<file path="config.mk">
export PLATFORM = sky130hd
export DESIGN_NAME = monotone_cubic_slope_estimator_unit
export DESIGN_NICKNAME = d
export VERILOG_FILES = /design/src/hw/rtl/msce_pkg.sv /design/src/hw/rtl/msce_arith.sv /design/src/hw/rtl/monotone_cubic_slope_estimator_unit.sv
export SDC_FILE = /design/constraint.sdc
export NUM_CORES = 2
export LEC_CHECK = 0
export BUFFER_PORTS_ARGS = -buffer_cell sky130_fd_sc_hd__buf_2
export CAP_MARGIN = 20
export CELL_PAD_IN_SITES_DETAIL_PLACEMENT = 0
export CELL_PAD_IN_SITES_GLOBAL_PLACEMENT = 1
export CORE_UTILIZATION = 25
export DETAILED_ROUTE_END_ITERATION = 8
export PLACE_DENSITY_LB_ADDON = 0.1
export REMOVE_ABC_BUFFERS = 1
export SKIP_CTS_REPAIR_TIMING = 1
export SYNTH_ARGS = -nofsm -noshare
export SYNTH_HDL_FRONTEND = slang
export SYNTH_SLANG_ARGS = --single-unit
</file>
<file path="constraint.sdc">
create_clock -name aclk -period 18.7 [get_ports aclk]
set_input_delay 3.74 -clock aclk [delete_from_list [all_inputs] [get_ports aclk]]
set_output_delay 3.74 -clock aclk [all_outputs]
set_load 0.01 [all_outputs]
</file>
<file path="src/hw/rtl/msce_pkg.sv">
// ----------------------------------------------------------------------------
// msce_pkg
// Types and constants shared by the monotone cubic slope estimator modules.
// ----------------------------------------------------------------------------
`default_nettype none

package msce_pkg;

    // Internal datapath width of the shared arithmetic unit
    localparam int ACC_W  = 64;
    // One quotient or multiplier bit per iteration
    localparam int ITER_N = ACC_W;
    localparam int CNT_W  = $clog2(ITER_N);

    typedef struct packed {
        logic signed [31:0] knot_x;
        logic signed [31:0] knot_y;
        logic               final_knot;
    } knot_t;

    typedef struct packed {
        logic signed [31:0] slope;
        logic [15:0]        knot_index;
        logic               last_slope;
        logic               zero_spacing;
    } slope_t;

    typedef enum logic {
        OP_DIV = 1'b0,
        OP_MUL = 1'b1
    } arith_op_t;

    typedef struct packed {
        logic             start;
        arith_op_t        op;
        logic [ACC_W-1:0] a;
        logic [ACC_W-1:0] b;
        logic             neg;
    } arith_req_t;

    typedef struct packed {
        logic                    busy;
        logic                    done;
        logic signed [ACC_W-1:0] result;
    } arith_rsp_t;

endpackage

`default_nettype wire

</file>
<file path="src/hw/rtl/msce_arith.sv">
// ----------------------------------------------------------------------------
// msce_arith
// Shared bit-serial unit: unsigned restoring divide or shift-add multiply of
// magnitudes, one bit per cycle, with the result sign applied at the end.
// ----------------------------------------------------------------------------
`default_nettype none

module msce_arith (
    input  wire logic                 aclk,
    input  wire logic                 aresetn,
    input  wire msce_pkg::arith_req_t req,
    output msce_pkg::arith_rsp_t      rsp
);
    import msce_pkg::*;

    logic             busy_reg;
    logic             done_reg;
    logic [CNT_W-1:0] cnt_reg;
    arith_op_t        op_reg;
    logic             neg_reg;
    logic [ACC_W-1:0] acc_reg;
    logic [ACC_W-1:0] sh_reg;
    logic [ACC_W-1:0] opnd_reg;

    logic [ACC_W:0]   trial;
    logic [ACC_W:0]   diff;
    logic             ge;
    logic [ACC_W-1:0] madd;
    logic [ACC_W-1:0] mag;

    assign trial = {acc_reg, sh_reg[ACC_W-1]};
    assign diff  = trial - {1'b0, opnd_reg};
    assign ge    = (trial >= {1'b0, opnd_reg});
    assign madd  = {acc_reg[ACC_W-2:0], 1'b0} + (sh_reg[ACC_W-1] ? opnd_reg : '0);
    assign mag   = (op_reg == OP_MUL) ? acc_reg : sh_reg;

    assign rsp.busy   = busy_reg;
    assign rsp.done   = done_reg;
    assign rsp.result = neg_reg ? -$signed(mag) : $signed(mag);

    always_ff @(posedge aclk) begin
        if (!aresetn) begin
            busy_reg <= 1'b0;
            done_reg <= 1'b0;
            cnt_reg  <= '0;
        end else begin
            done_reg <= 1'b0;
            if (req.start && !busy_reg) begin
                busy_reg <= 1'b1;
                cnt_reg  <= '0;
            end else if (busy_reg) begin
                cnt_reg <= cnt_reg + 1'b1;
                if (cnt_reg == CNT_W'(ITER_N - 1)) begin
                    busy_reg <= 1'b0;
                    done_reg <= 1'b1;
                end
            end
        end
    end

    always_ff @(posedge aclk) begin
        if (req.start && !busy_reg) begin
            op_reg  <= req.op;
            neg_reg <= req.neg;
            acc_reg <= '0;
            if (req.op == OP_DIV) begin
                sh_reg   <= req.a;
                opnd_reg <= req.b;
            end else begin
                sh_reg   <= req.b;
                opnd_reg <= req.a;
            end
        end else if (busy_reg) begin
            if (op_reg == OP_DIV) begin
                acc_reg <= ge ? diff[ACC_W-1:0] : trial[ACC_W-1:0];
                sh_reg  <= {sh_reg[ACC_W-2:0], ge};
            end else begin
                acc_reg <= madd;
                sh_reg  <= {sh_reg[ACC_W-2:0], 1'b0};
            end
        end
    end

endmodule

`default_nettype wire

</file>
<file path="src/hw/rtl/monotone_cubic_slope_estimator_unit.sv">
// First knot of a set: stored only (plus its slope if it is the only knot).
// Second knot: one secant divide. Later knots: secant, two ratio divides,
// then up to 7 more operations for the interior slope and 1 per end slope;
// the unit takes one knot at a time.
// Reset (aresetn low, synchronous) returns to idle at knot index 0.
// ----------------------------------------------------------------------------
// monotone_cubic_slope_estimator_unit
// Streaming shape-preserving Hermite slope estimator over Q knots, built
// around one shared iterative divide/multiply unit and a sequencer.
// ----------------------------------------------------------------------------
`default_nettype none

module monotone_cubic_slope_estimator_unit #(
    parameter int MAX_KNOTS = 65536,
    parameter int FRAC_BITS = 16
) (
    input  wire logic            aclk,
    input  wire logic            aresetn,
    input  wire logic            s_valid,
    output logic                 s_ready,
    input  wire msce_pkg::knot_t s_data,
    output logic                 m_valid,
    input  wire logic            m_ready,
    output msce_pkg::slope_t     m_data
);
    import msce_pkg::*;

    localparam int KNOT_LIMIT = (MAX_KNOTS < 65536) ? MAX_KNOTS : 65536;
    localparam logic [15:0] LAST_IDX = 16'(KNOT_LIMIT - 1);
    localparam logic signed [63:0] ONE_Q = 64'sd1 <<< FRAC_BITS;
    localparam logic signed [63:0] RCAP  = 64'sd1 <<< 30;
    // Divide by 3 as multiply by ceil(2^33 / 3), then shift right by 33;
    // exact for every magnitude below 2^32
    localparam logic [63:0] RECIP3       = 64'd2863311531;
    localparam int          RECIP3_SHIFT = 33;

    // Sequencer states
    typedef enum logic [15:0] {
        S_IDLE  = 16'b0000_0000_0000_0001,
        S_SEC   = 16'b0000_0000_0000_0010,
        S_TWO   = 16'b0000_0000_0000_0100,
        S_RATB  = 16'b0000_0000_0000_1000,
        S_RATA  = 16'b0000_0000_0001_0000,
        S_ENDM  = 16'b0000_0000_0010_0000,
        S_ENDE  = 16'b0000_0000_0100_0000,
        S_INNER = 16'b0000_0000_1000_0000,
        S_W1    = 16'b0000_0001_0000_0000,
        S_W2    = 16'b0000_0010_0000_0000,
        S_DR1   = 16'b0000_0100_0000_0000,
        S_DR2   = 16'b0000_1000_0000_0000,
        S_M1    = 16'b0001_0000_0000_0000,
        S_M2    = 16'b0010_0000_0000_0000,
        S_IDIV  = 16'b0100_0000_0000_0000,
        S_EMIT  = 16'b1000_0000_0000_0000
    } state_t;

    function automatic logic [63:0] abs64(input logic signed [63:0] v);
        return v[63] ? 64'(-v) : 64'(v);
    endfunction

    // Divide by 2^FRAC_BITS, truncating toward zero
    function automatic logic signed [63:0] shr_trunc(input logic signed [63:0] v);
        logic signed [63:0] n;
        n = -v;
        return v[63] ? -(n >>> FRAC_BITS) : (v >>> FRAC_BITS);
    endfunction

    function automatic logic signed [31:0] sat32(input logic signed [63:0] v);
        if (v > 64'sd2147483647) begin
            return 32'sh7FFF_FFFF;
        end else if (v < -64'sd2147483648) begin
            return 32'sh8000_0000;
        end
        return 32'(v);
    endfunction

    function automatic logic signed [31:0] clamp_ratio(input logic signed [63:0] v);
        if (v > RCAP) begin
            return 32'(RCAP);
        end else if (v < -RCAP) begin
            return 32'(-RCAP);
        end
        return 32'(v);
    endfunction

    state_t             state_reg;
    state_t             ret_reg;
    logic               issued_reg;
    logic [15:0]        kc_reg;
    logic [15:0]        idx_reg;
    logic               fin_reg;
    logic               end_last_reg;
    logic signed [31:0] held_x_reg;
    logic signed [31:0] held_y_reg;
    logic signed [32:0] h_reg;
    logic signed [32:0] dy_reg;
    logic signed [32:0] sb_reg;
    logic signed [32:0] sa_reg;
    logic signed [31:0] db_reg;
    logic signed [31:0] da_reg;
    logic signed [31:0] rb_reg;
    logic signed [31:0] ra_reg;
    logic signed [31:0] w1_reg;
    logic signed [31:0] w2_reg;
    logic signed [31:0] dr1_reg;
    logic signed [31:0] dr2_reg;
    logic signed [63:0] p1_reg;
    logic signed [63:0] p2_reg;
    logic signed [63:0] t_reg;
    slope_t             pend_reg;
    logic               m_valid_reg;
    slope_t             m_data_reg;

    arith_req_t         areq;
    arith_rsp_t         arsp;
    logic               op_state;
    logic               skip;
    logic               fire;
    logic signed [63:0] res;

    logic               fin_in;
    logic signed [33:0] hsum;
    logic               zs;
    logic [31:0]        adb;
    logic [31:0]        ada;
    logic [31:0]        dmax;
    logic [31:0]        dmin;
    logic               same_sign;
    logic signed [31:0] d_e;
    logic signed [31:0] e_e;
    logic signed [32:0] diff_de;
    logic signed [31:0] r_e;
    logic signed [63:0] p_end;
    logic signed [63:0] m3;
    logic signed [63:0] es;
    logic               kill;
    logic               flip;
    logic signed [63:0] den;
    logic signed [63:0] w1_num;
    logic signed [63:0] w2_num;
    logic signed [31:0] w_third;
    logic [15:0]        idx_m1;

    msce_arith u_arith (
        .aclk    (aclk),
        .aresetn (aresetn),
        .req     (areq),
        .rsp     (arsp)
    );

    assign s_ready = (state_reg == S_IDLE);
    assign m_valid = m_valid_reg;
    assign m_data  = m_data_reg;

    assign fin_in = s_data.final_knot || (kc_reg >= LAST_IDX);
    assign hsum   = 34'(sb_reg) + 34'(sa_reg);
    assign zs     = (sb_reg == '0) || (sa_reg == '0);
    assign adb    = 32'(abs64(64'(db_reg)));
    assign ada    = 32'(abs64(64'(da_reg)));
    assign dmax   = (adb > ada) ? adb : ada;
    assign dmin   = (adb > ada) ? ada : adb;
    assign idx_m1 = idx_reg - 16'd1;
    assign same_sign = (db_reg > 0 && da_reg > 0) || (db_reg < 0 && da_reg < 0);

    // End slope: d is the adjacent secant, e the far one
    assign d_e     = end_last_reg ? da_reg : db_reg;
    assign e_e     = end_last_reg ? db_reg : da_reg;
    assign r_e     = end_last_reg ? ra_reg : rb_reg;
    assign diff_de = 33'(d_e) - 33'(e_e);
    assign p_end   = 64'(d_e) + shr_trunc(t_reg);
    assign m3      = (64'(d_e) <<< 1) + 64'(d_e);
    assign kill    = !((p_end > 0 && d_e > 0) || (p_end < 0 && d_e < 0));
    assign flip    = (d_e > 0 && e_e < 0) || (d_e < 0 && e_e > 0);
    always_comb begin
        if (kill) begin
            es = '0;
        end else if (flip && (abs64(p_end) > abs64(m3))) begin
            es = m3;
        end else begin
            es = p_end;
        end
    end

    assign den     = shr_trunc(p1_reg + p2_reg);
    assign w1_num  = ONE_Q + 64'(rb_reg);
    assign w2_num  = ONE_Q + 64'(ra_reg);
    // Magnitude over 3 from the reciprocal product
    assign w_third = 32'(res >>> RECIP3_SHIFT);

    // Operand selection for the shared unit
    always_comb begin
        areq.op  = OP_DIV;
        areq.a   = '0;
        areq.b   = '0;
        areq.neg = 1'b0;
        op_state = 1'b1;
        skip     = 1'b0;
        case (state_reg)
            S_SEC: begin
                areq.a   = abs64(64'(dy_reg)) << FRAC_BITS;
                areq.b   = abs64(64'(h_reg));
                areq.neg = dy_reg[32] ^ h_reg[32];
                skip     = (h_reg == '0);
            end
            S_RATB: begin
                areq.a   = abs64(64'(sb_reg)) << FRAC_BITS;
                areq.b   = abs64(64'(hsum));
                areq.neg = sb_reg[32] ^ hsum[33];
                skip     = (hsum == '0);
            end
            S_RATA: begin
                areq.a   = abs64(64'(sa_reg)) << FRAC_BITS;
                areq.b   = abs64(64'(hsum));
                areq.neg = sa_reg[32] ^ hsum[33];
                skip     = (hsum == '0);
            end
            S_ENDM: begin
                areq.op  = OP_MUL;
                areq.a   = abs64(64'(diff_de));
                areq.b   = abs64(64'(r_e));
                areq.neg = diff_de[32] ^ r_e[31];
            end
            S_W1: begin
                areq.op  = OP_MUL;
                areq.a   = abs64(w1_num);
                areq.b   = RECIP3;
            end
            S_W2: begin
                areq.op  = OP_MUL;
                areq.a   = abs64(w2_num);
                areq.b   = RECIP3;
            end
            S_DR1: begin
                areq.a   = abs64(64'(db_reg)) << FRAC_BITS;
                areq.b   = 64'(dmax);
                areq.neg = db_reg[31];
            end
            S_DR2: begin
                areq.a   = abs64(64'(da_reg)) << FRAC_BITS;
                areq.b   = 64'(dmax);
                areq.neg = da_reg[31];
            end
            S_M1: begin
                areq.op  = OP_MUL;
                areq.a   = abs64(64'(w1_reg));
                areq.b   = abs64(64'(dr1_reg));
                areq.neg = w1_reg[31] ^ dr1_reg[31];
            end
            S_M2: begin
                areq.op  = OP_MUL;
                areq.a   = abs64(64'(w2_reg));
                areq.b   = abs64(64'(dr2_reg));
                areq.neg = w2_reg[31] ^ dr2_reg[31];
            end
            S_IDIV: begin
                areq.a   = 64'(dmin) << FRAC_BITS;
                areq.b   = abs64(den);
                areq.neg = den[63];
                skip     = (den == '0);
            end
            default: begin
                op_state = 1'b0;
            end
        endcase
        areq.start = op_state && !skip && !issued_reg && !arsp.busy;
        fire       = op_state && (skip || (issued_reg && arsp.done));
        res        = skip ? '0 : arsp.result;
    end

    always_ff @(posedge aclk) begin
        if (!aresetn) begin
            state_reg    <= S_IDLE;
            ret_reg      <= S_IDLE;
            issued_reg   <= 1'b0;
            kc_reg       <= '0;
            end_last_reg <= 1'b0;
            m_valid_reg  <= 1'b0;
        end else begin
            // Drop the result once the consumer takes the transaction,
            // unless a new one is loaded in the same cycle
            if (m_valid_reg && m_ready && (state_reg != S_EMIT)) begin
                m_valid_reg <= 1'b0;
            end
            if (areq.start) begin
                issued_reg <= 1'b1;
            end
            if (fire) begin
                issued_reg <= 1'b0;
            end

            case (state_reg)
                S_IDLE: begin
                    if (s_valid) begin
                        idx_reg    <= kc_reg;
                        fin_reg    <= fin_in;
                        h_reg      <= 33'(s_data.knot_x) - 33'(held_x_reg);
                        dy_reg     <= 33'(s_data.knot_y) - 33'(held_y_reg);
                        held_x_reg <= s_data.knot_x;
                        held_y_reg <= s_data.knot_y;
                        kc_reg     <= fin_in ? 16'd0 : kc_reg + 16'd1;
                        if (kc_reg == '0) begin
                            // Single knot set: slope 0
                            if (fin_in) begin
                                pend_reg  <= '{slope: '0, knot_index: '0,
                                               last_slope: 1'b1, zero_spacing: 1'b0};
                                ret_reg   <= S_IDLE;
                                state_reg <= S_EMIT;
                            end
                        end else begin
                            state_reg <= S_SEC;
                        end
                    end
                end
                S_SEC: begin
                    if (fire) begin
                        if (idx_reg == 16'd1) begin
                            sb_reg <= h_reg;
                            db_reg <= sat32(res);
                            if (fin_reg) begin
                                // Two knots: secant at both ends
                                pend_reg  <= '{slope: sat32(res), knot_index: '0,
                                               last_slope: 1'b0,
                                               zero_spacing: (h_reg == '0)};
                                ret_reg   <= S_TWO;
                                state_reg <= S_EMIT;
                            end else begin
                                state_reg <= S_IDLE;
                            end
                        end else begin
                            if (idx_reg != 16'd2) begin
                                sb_reg <= sa_reg;
                                db_reg <= da_reg;
                            end
                            sa_reg    <= h_reg;
                            da_reg    <= sat32(res);
                            state_reg <= S_RATB;
                        end
                    end
                end
                S_TWO: begin
                    pend_reg  <= '{slope: db_reg, knot_index: 16'd1,
                                   last_slope: 1'b1, zero_spacing: (sb_reg == '0)};
                    ret_reg   <= S_IDLE;
                    state_reg <= S_EMIT;
                end
                S_RATB: begin
                    if (fire) begin
                        rb_reg    <= clamp_ratio(res);
                        state_reg <= S_RATA;
                    end
                end
                S_RATA: begin
                    if (fire) begin
                        ra_reg       <= clamp_ratio(res);
                        end_last_reg <= 1'b0;
                        state_reg    <= (idx_reg == 16'd2) ? S_ENDM : S_INNER;
                    end
                end
                S_ENDM: begin
                    if (fire) begin
                        t_reg     <= res;
                        state_reg <= S_ENDE;
                    end
                end
                S_ENDE: begin
                    pend_reg  <= '{slope: sat32(es),
                                   knot_index: end_last_reg ? idx_reg : 16'd0,
                                   last_slope: end_last_reg, zero_spacing: zs};
                    ret_reg   <= end_last_reg ? S_IDLE : S_INNER;
                    state_reg <= S_EMIT;
                end
                S_INNER: begin
                    if (same_sign) begin
                        state_reg <= S_W1;
                    end else begin
                        // Monotonicity changes here: flat slope
                        pend_reg     <= '{slope: '0, knot_index: idx_m1,
                                          last_slope: 1'b0, zero_spacing: zs};
                        ret_reg      <= fin_reg ? S_ENDM : S_IDLE;
                        end_last_reg <= fin_reg;
                        state_reg    <= S_EMIT;
                    end
                end
                S_W1: begin
                    if (fire) begin
                        // Apply the sign after the magnitude division
                        w1_reg    <= w1_num[63] ? -w_third : w_third;
                        state_reg <= S_W2;
                    end
                end
                S_W2: begin
                    if (fire) begin
                        w2_reg    <= w2_num[63] ? -w_third : w_third;
                        state_reg <= S_DR1;
                    end
                end
                S_DR1: begin
                    if (fire) begin
                        dr1_reg   <= 32'(res);
                        state_reg <= S_DR2;
                    end
                end
                S_DR2: begin
                    if (fire) begin
                        dr2_reg   <= 32'(res);
                        state_reg <= S_M1;
                    end
                end
                S_M1: begin
                    if (fire) begin
                        p1_reg    <= res;
                        state_reg <= S_M2;
                    end
                end
                S_M2: begin
                    if (fire) begin
                        p2_reg    <= res;
                        state_reg <= S_IDIV;
                    end
                end
                S_IDIV: begin
                    if (fire) begin
                        pend_reg     <= '{slope: sat32(res), knot_index: idx_m1,
                                          last_slope: 1'b0, zero_spacing: zs};
                        ret_reg      <= fin_reg ? S_ENDM : S_IDLE;
                        end_last_reg <= fin_reg;
                        state_reg    <= S_EMIT;
                    end
                end
                S_EMIT: begin
                    // Hold until the output register is free
                    if (!m_valid_reg || m_ready) begin
                        m_valid_reg <= 1'b1;
                        m_data_reg  <= pend_reg;
                        state_reg   <= ret_reg;
                    end
                end
                default: begin
                    state_reg <= S_IDLE;
                end
            endcase
        end
    end

endmodule

`default_nettype wire
</file>
==> results by stage <==
Setup path:
- For flop-to-flop paths, the worst setup slack is 1.91 ns.
- The origin of the critical flop-to-flop path is t_reg[13]$_DFFE_PP_.
- Tracing the worst setup path back leads to its startpoint at t_reg[13]$_DFFE_PP_.
- STA classifies the critical path startpoint as a register.
- The worst reg2reg path depth is 57.
- At the worst endpoint, the required time is between 15 and 20 ns.
- The endpoint class of the critical path is a register.
- The data arrival time of the critical path is 17.45 ns.
- The critical-path maximum fanout is 31.
- In this run the critical register-to-register path is captured at pend_reg[48]$_DFFE_PP_.
- The critical path is of the reg -> reg type.
- The cell that appears most often on the critical path is a21oi_1.
- For this run, the slowest stage of the critical path takes 0.83 ns.
- The endpoint of the most critical setup path is pend_reg[48]$_DFFE_PP_.
- The slowest stage of the critical path is the nand4_1 cell.

Synthesis:
- Synthesis produced approximately 10,000 cells.
- The proportion of netlist area held by the largest area contributor is a little under a third.
- The number of flops mapped to enable cells by yosys is ~890.
- Averaged over all synthesized cells, the footprint is a little under 9 µm².
- After synthesis, flip-flops and latches occupy approximately a third of the total area.
- Among all flip-flop cells after synthesis, the most frequent one is edfxtp_1.
- The largest total area in the synthesized netlist belongs to edfxtp_1.
- The summed instance area of the synthesized netlist is around 0.088 mm².
- Yosys attributes the largest share of cell area to edfxtp_1 (31%), ha_1 (7.5%), xnor2_1 (7.2%).
- The synthesis warning total is 0.
- The post-synthesis sequential element count is 1,002.
- The share of flip-flops with an asynchronous set or reset after synthesis is 0%.
- The number of distinct standard cells referenced by the synthesized netlist is around 120.

Detailed routing:
- The detailed-router iteration count before antenna repair is 6.
- In the routed layout, each cell is associated on average with a via count of roughly 5.4.
- The aggregate routed wire length is roughly 430 mm.
- The number of design rule violations left after detail routing is 0.
- The detail route stage leaves a number of antenna-violating nets equal to 0.
- The detailed-route via count is around 80,000.
- In the final routed layout, each cell accounts on average for between 20 and 30 µm.
- For this block, the initial DRC count from the detailed router was between 7,000 and 8,000.

Clocking:
- The number of buffers created by CTS is about 140.
- TritonCTS built the clock tree.
- The maximum buffer depth of the clock tree is 4.
- The clock slew at the register clock pins of the worst setup and hold paths is approximately 0.060 ns.
- The library cell used as clock root buffer is clkbuf_16.
- For this design, the sink count on the clock tree is about 1,000.
- The source-to-sink clock delay at the later pin of the worst-skew pair is around 0.86 ns.
- The CTS H-tree depth is 4.

Cells and area:
- The fraction of layout instances using a drive strength above 1 is approximately 8.6%.
- The final layout contains around 11,000 nets.
- Counting the fill cells in the layout gives ~37,000.
- Excluding fillers, the count of instances in the completed layout stands at ~15,000.
- Compared with the post-synthesis result, the final layout area differs by 13.5%.

Timing:
- The maximum clock frequency is roughly 60 MHz.
- Setup violations remaining at the end of the flow were counted as 0.
- The number of slew-limit violations in the final report is 0.
- The final clock period utilization by the worst path is about 90%.
- The number of failing hold endpoints at the final stage is 0.
- The clock skew after layout is roughly 0.086 ns.
- Setup total negative slack on the finished layout was measured at 0 ns.
- The minimum period implied by the final worst setup slack is 16.79 ns.
- The worst pin sits at a relative slew slack of 2.47%.
- Setup repair after global routing left no endpoint under its margin.
- At the pin with the least slew margin, the transition time is approximately 1.5 ns.

Floorplan:
- The die is a little under 600 µm tall.
- The total area inside the core boundary comes to 0.349 mm².
- The floorplan has between 200 and 250 rows.
- Once the floorplan was initialized, standard cells occupied about a quarter of the core.
- The floorplan step defined a die boundary enclosing ~0.35 mm².
- The number of I/O pins is between 100 and 150.
- In this run the horizontal extent of the chip is roughly 590 µm.

Placed design:
- The congestion estimate from routability-driven global placement came to around 0.97.
- Counting tap cells, the placed design contains a total of 14,705 instances.
- In this run the tool buffered the top-level ports with 120 buffer cells.
- The HPWL reported at the end of detailed placement is between 300 and 400 mm.

Pwr:
- For this design the ratio of total power to cell area is 79.3 mW/mm².
- The worst supply voltage drop on vdd is around 0.077 mV.
- The leakage power total is roughly 37 nW.

Global routing:
- The global-route wire length before repair is ~600 mm.
- Entering global routing, the biggest net connects 125 pins.
- The initial antenna violation count is 45.
- Global routing used 23.4% of the available tracks across all layers.
- The number of global-route vias before repair is 76,826.
- The sum of overflow across all layers after global routing is 0.

Run:
- The max-capacitance violation count is 0.

Status:
- The flow ran to the end, and the final reports show no timing, DRC or antenna violations.

Worst hold path:
- The class of the tightest hold or removal check is reg -> reg.
- The number of stages on the worst hold path is 0.
layer usage:
| layer | track usage (%) | part of all wire, % |
|---|---|---|
| met1 | 32.3 | 46 |
| met2 | 37.1 | 45 |
| met3 | 2.78 | 5.2 |
| met4 | 8.69 | 4.2 |
| met5 | 0 | 0.025 |
worst max-delay path: cells and delay by family, from the launching register on:
family | cells | cell delay (ns)
and+or+nand+nor | 17 | 5.73
DFF | 1 | 0.36
xor gates and xnor gates | 3 | 1.08
AOI/OAI and AO/OA | 31 | 7.27
adders and majority gates | 3 | 0.89
buffers and inverters | 3 | 1.16
placed cells by master, fill, tap and decap left out, types with 109 or more instances in the layout:
cell type  netlist  final
inv_1          427    425
nor2b_1        124    124
or3_1          123    123
buf_4            9    271
ha_1           526    526
o31ai_1        189    189
nor2_1         961    946
dfxtp_1        111    109
edfxtp_1       891    891
a211oi_1       111    111
a21oi_1        649    647
nand3_1        222    222
nand2_1        897    895
mux2i_1        185    185
xor2_1         454    452
buf_2           50    122
o21ai_0        656    654
clkbuf_16        0    151
a21o_1         186    186
nand4_1        116    116
xnor2_1        724    711
nor3_1         262    260
nand2b_1       141    141
power by group:
| part | switching (mW) | total [mW] | internal (mW) |
|---|---|---|---|
| Sequential | 0.259 | 2.91 | 2.65 |
| Clock | 1.15 | 2.81 | 1.66 |
| Combinational | 1.35 | 2.17 | 0.820 |
| Total | 2.76 | 7.89 | 5.13 |
kinds of logic after synthesis:
kind of cell / share of synthesized area, %
AND/OR/NAND/NOR: 19.7
buffers and inverters: 3.93
other: 0.00857
multiplexers: 2.56
adder cells (fa/ha/maj): 7.94
AO/OA/AOI/OAI: 21.0
XOR/XNOR: 11.8
flip-flops: 33.1
worst min path at each step:
| stage | slack (ns) | to | start |
|---|---|---|---|
| after floorplan | 0.40 | m_data[0]$_DFFE_PP_ | pend_reg[0]$_DFFE_PP_ |
| after global placement | 0.41 | m_data[0]$_DFFE_PP_ | pend_reg[0]$_DFFE_PP_ |
| after detailed placement | 0.40 | m_data[10]$_DFFE_PP_ | pend_reg[10]$_DFFE_PP_ |
| after CTS | 0.42 | m_data[10]$_DFFE_PP_ | pend_reg[10]$_DFFE_PP_ |
| after global routing | 0.42 | m_data[16]$_DFFE_PP_ | pend_reg[16]$_DFFE_PP_ |
| final | 0.42 | m_data[10]$_DFFE_PP_ | pend_reg[10]$_DFFE_PP_ |
synth_stat cells, types with 50 or more instances:
cell type,instances
nor3_1,262
a31oi_1,78
nand2b_1,141
a22o_1,52
nand2_1,897
dfxtp_1,111
o211ai_1,58
nand4_1,116
a21o_1,186
o21a_1,75
a21boi_0,67
a221oi_1,63
o22ai_1,56
or3_1,123
buf_2,50
nor2_1,961
mux2i_1,185
a211oi_1,111
edfxtp_1,891
o21ai_0,656
or4_1,91
ha_1,526
or2_2,99
inv_1,427
nand3_1,222
nor4_1,98
and3_1,100
o41ai_1,65
clkbuf_1,360
xor2_1,454
a21oi_1,649
o31ai_1,189
nor2b_1,124
and2_1,94
xnor2_1,724
through the flow:
step / utilization (%) / hold WS [ns] / worst slack (ns) / cell area [µm²] / total power, mW
2_1_floorplan: - / 0.400 / 3.10 / 86000 / 4.31
3_3_place_gp: 27.1 / 0.406 / 2.27 / 94800 / 5.14
3_5_place_dp: 27.2 / 0.405 / 2.00 / 94800 / 5.13
4_1_cts: 28.5 / 0.418 / 1.87 / 99500 / 7.98
5_1_grt: 28.5 / 0.420 / 0.560 / 99500 / 8.28
6_report: 28.5 / 0.415 / 1.91 / 99500 / 7.89
layout make-up:
class | instances | area, µm² | share of cell area (%)
Antenna cell | 12 | 30.0 | 0.0302
Clock buffer | 171 | 3860 | 3.88
Clock inverter | 77 | 782 | 0.786
Inverter | 431 | 1620 | 1.63
Multi-Input combinational cell | 8280 | 55800 | 56.1
Sequential cell | 1002 | 29000 | 29.1
Tap cell | 4599 | 5750 | 5.78
Timing Repair Buffer | 396 | 2680 | 2.70
(Power assumes the default switching activity.)
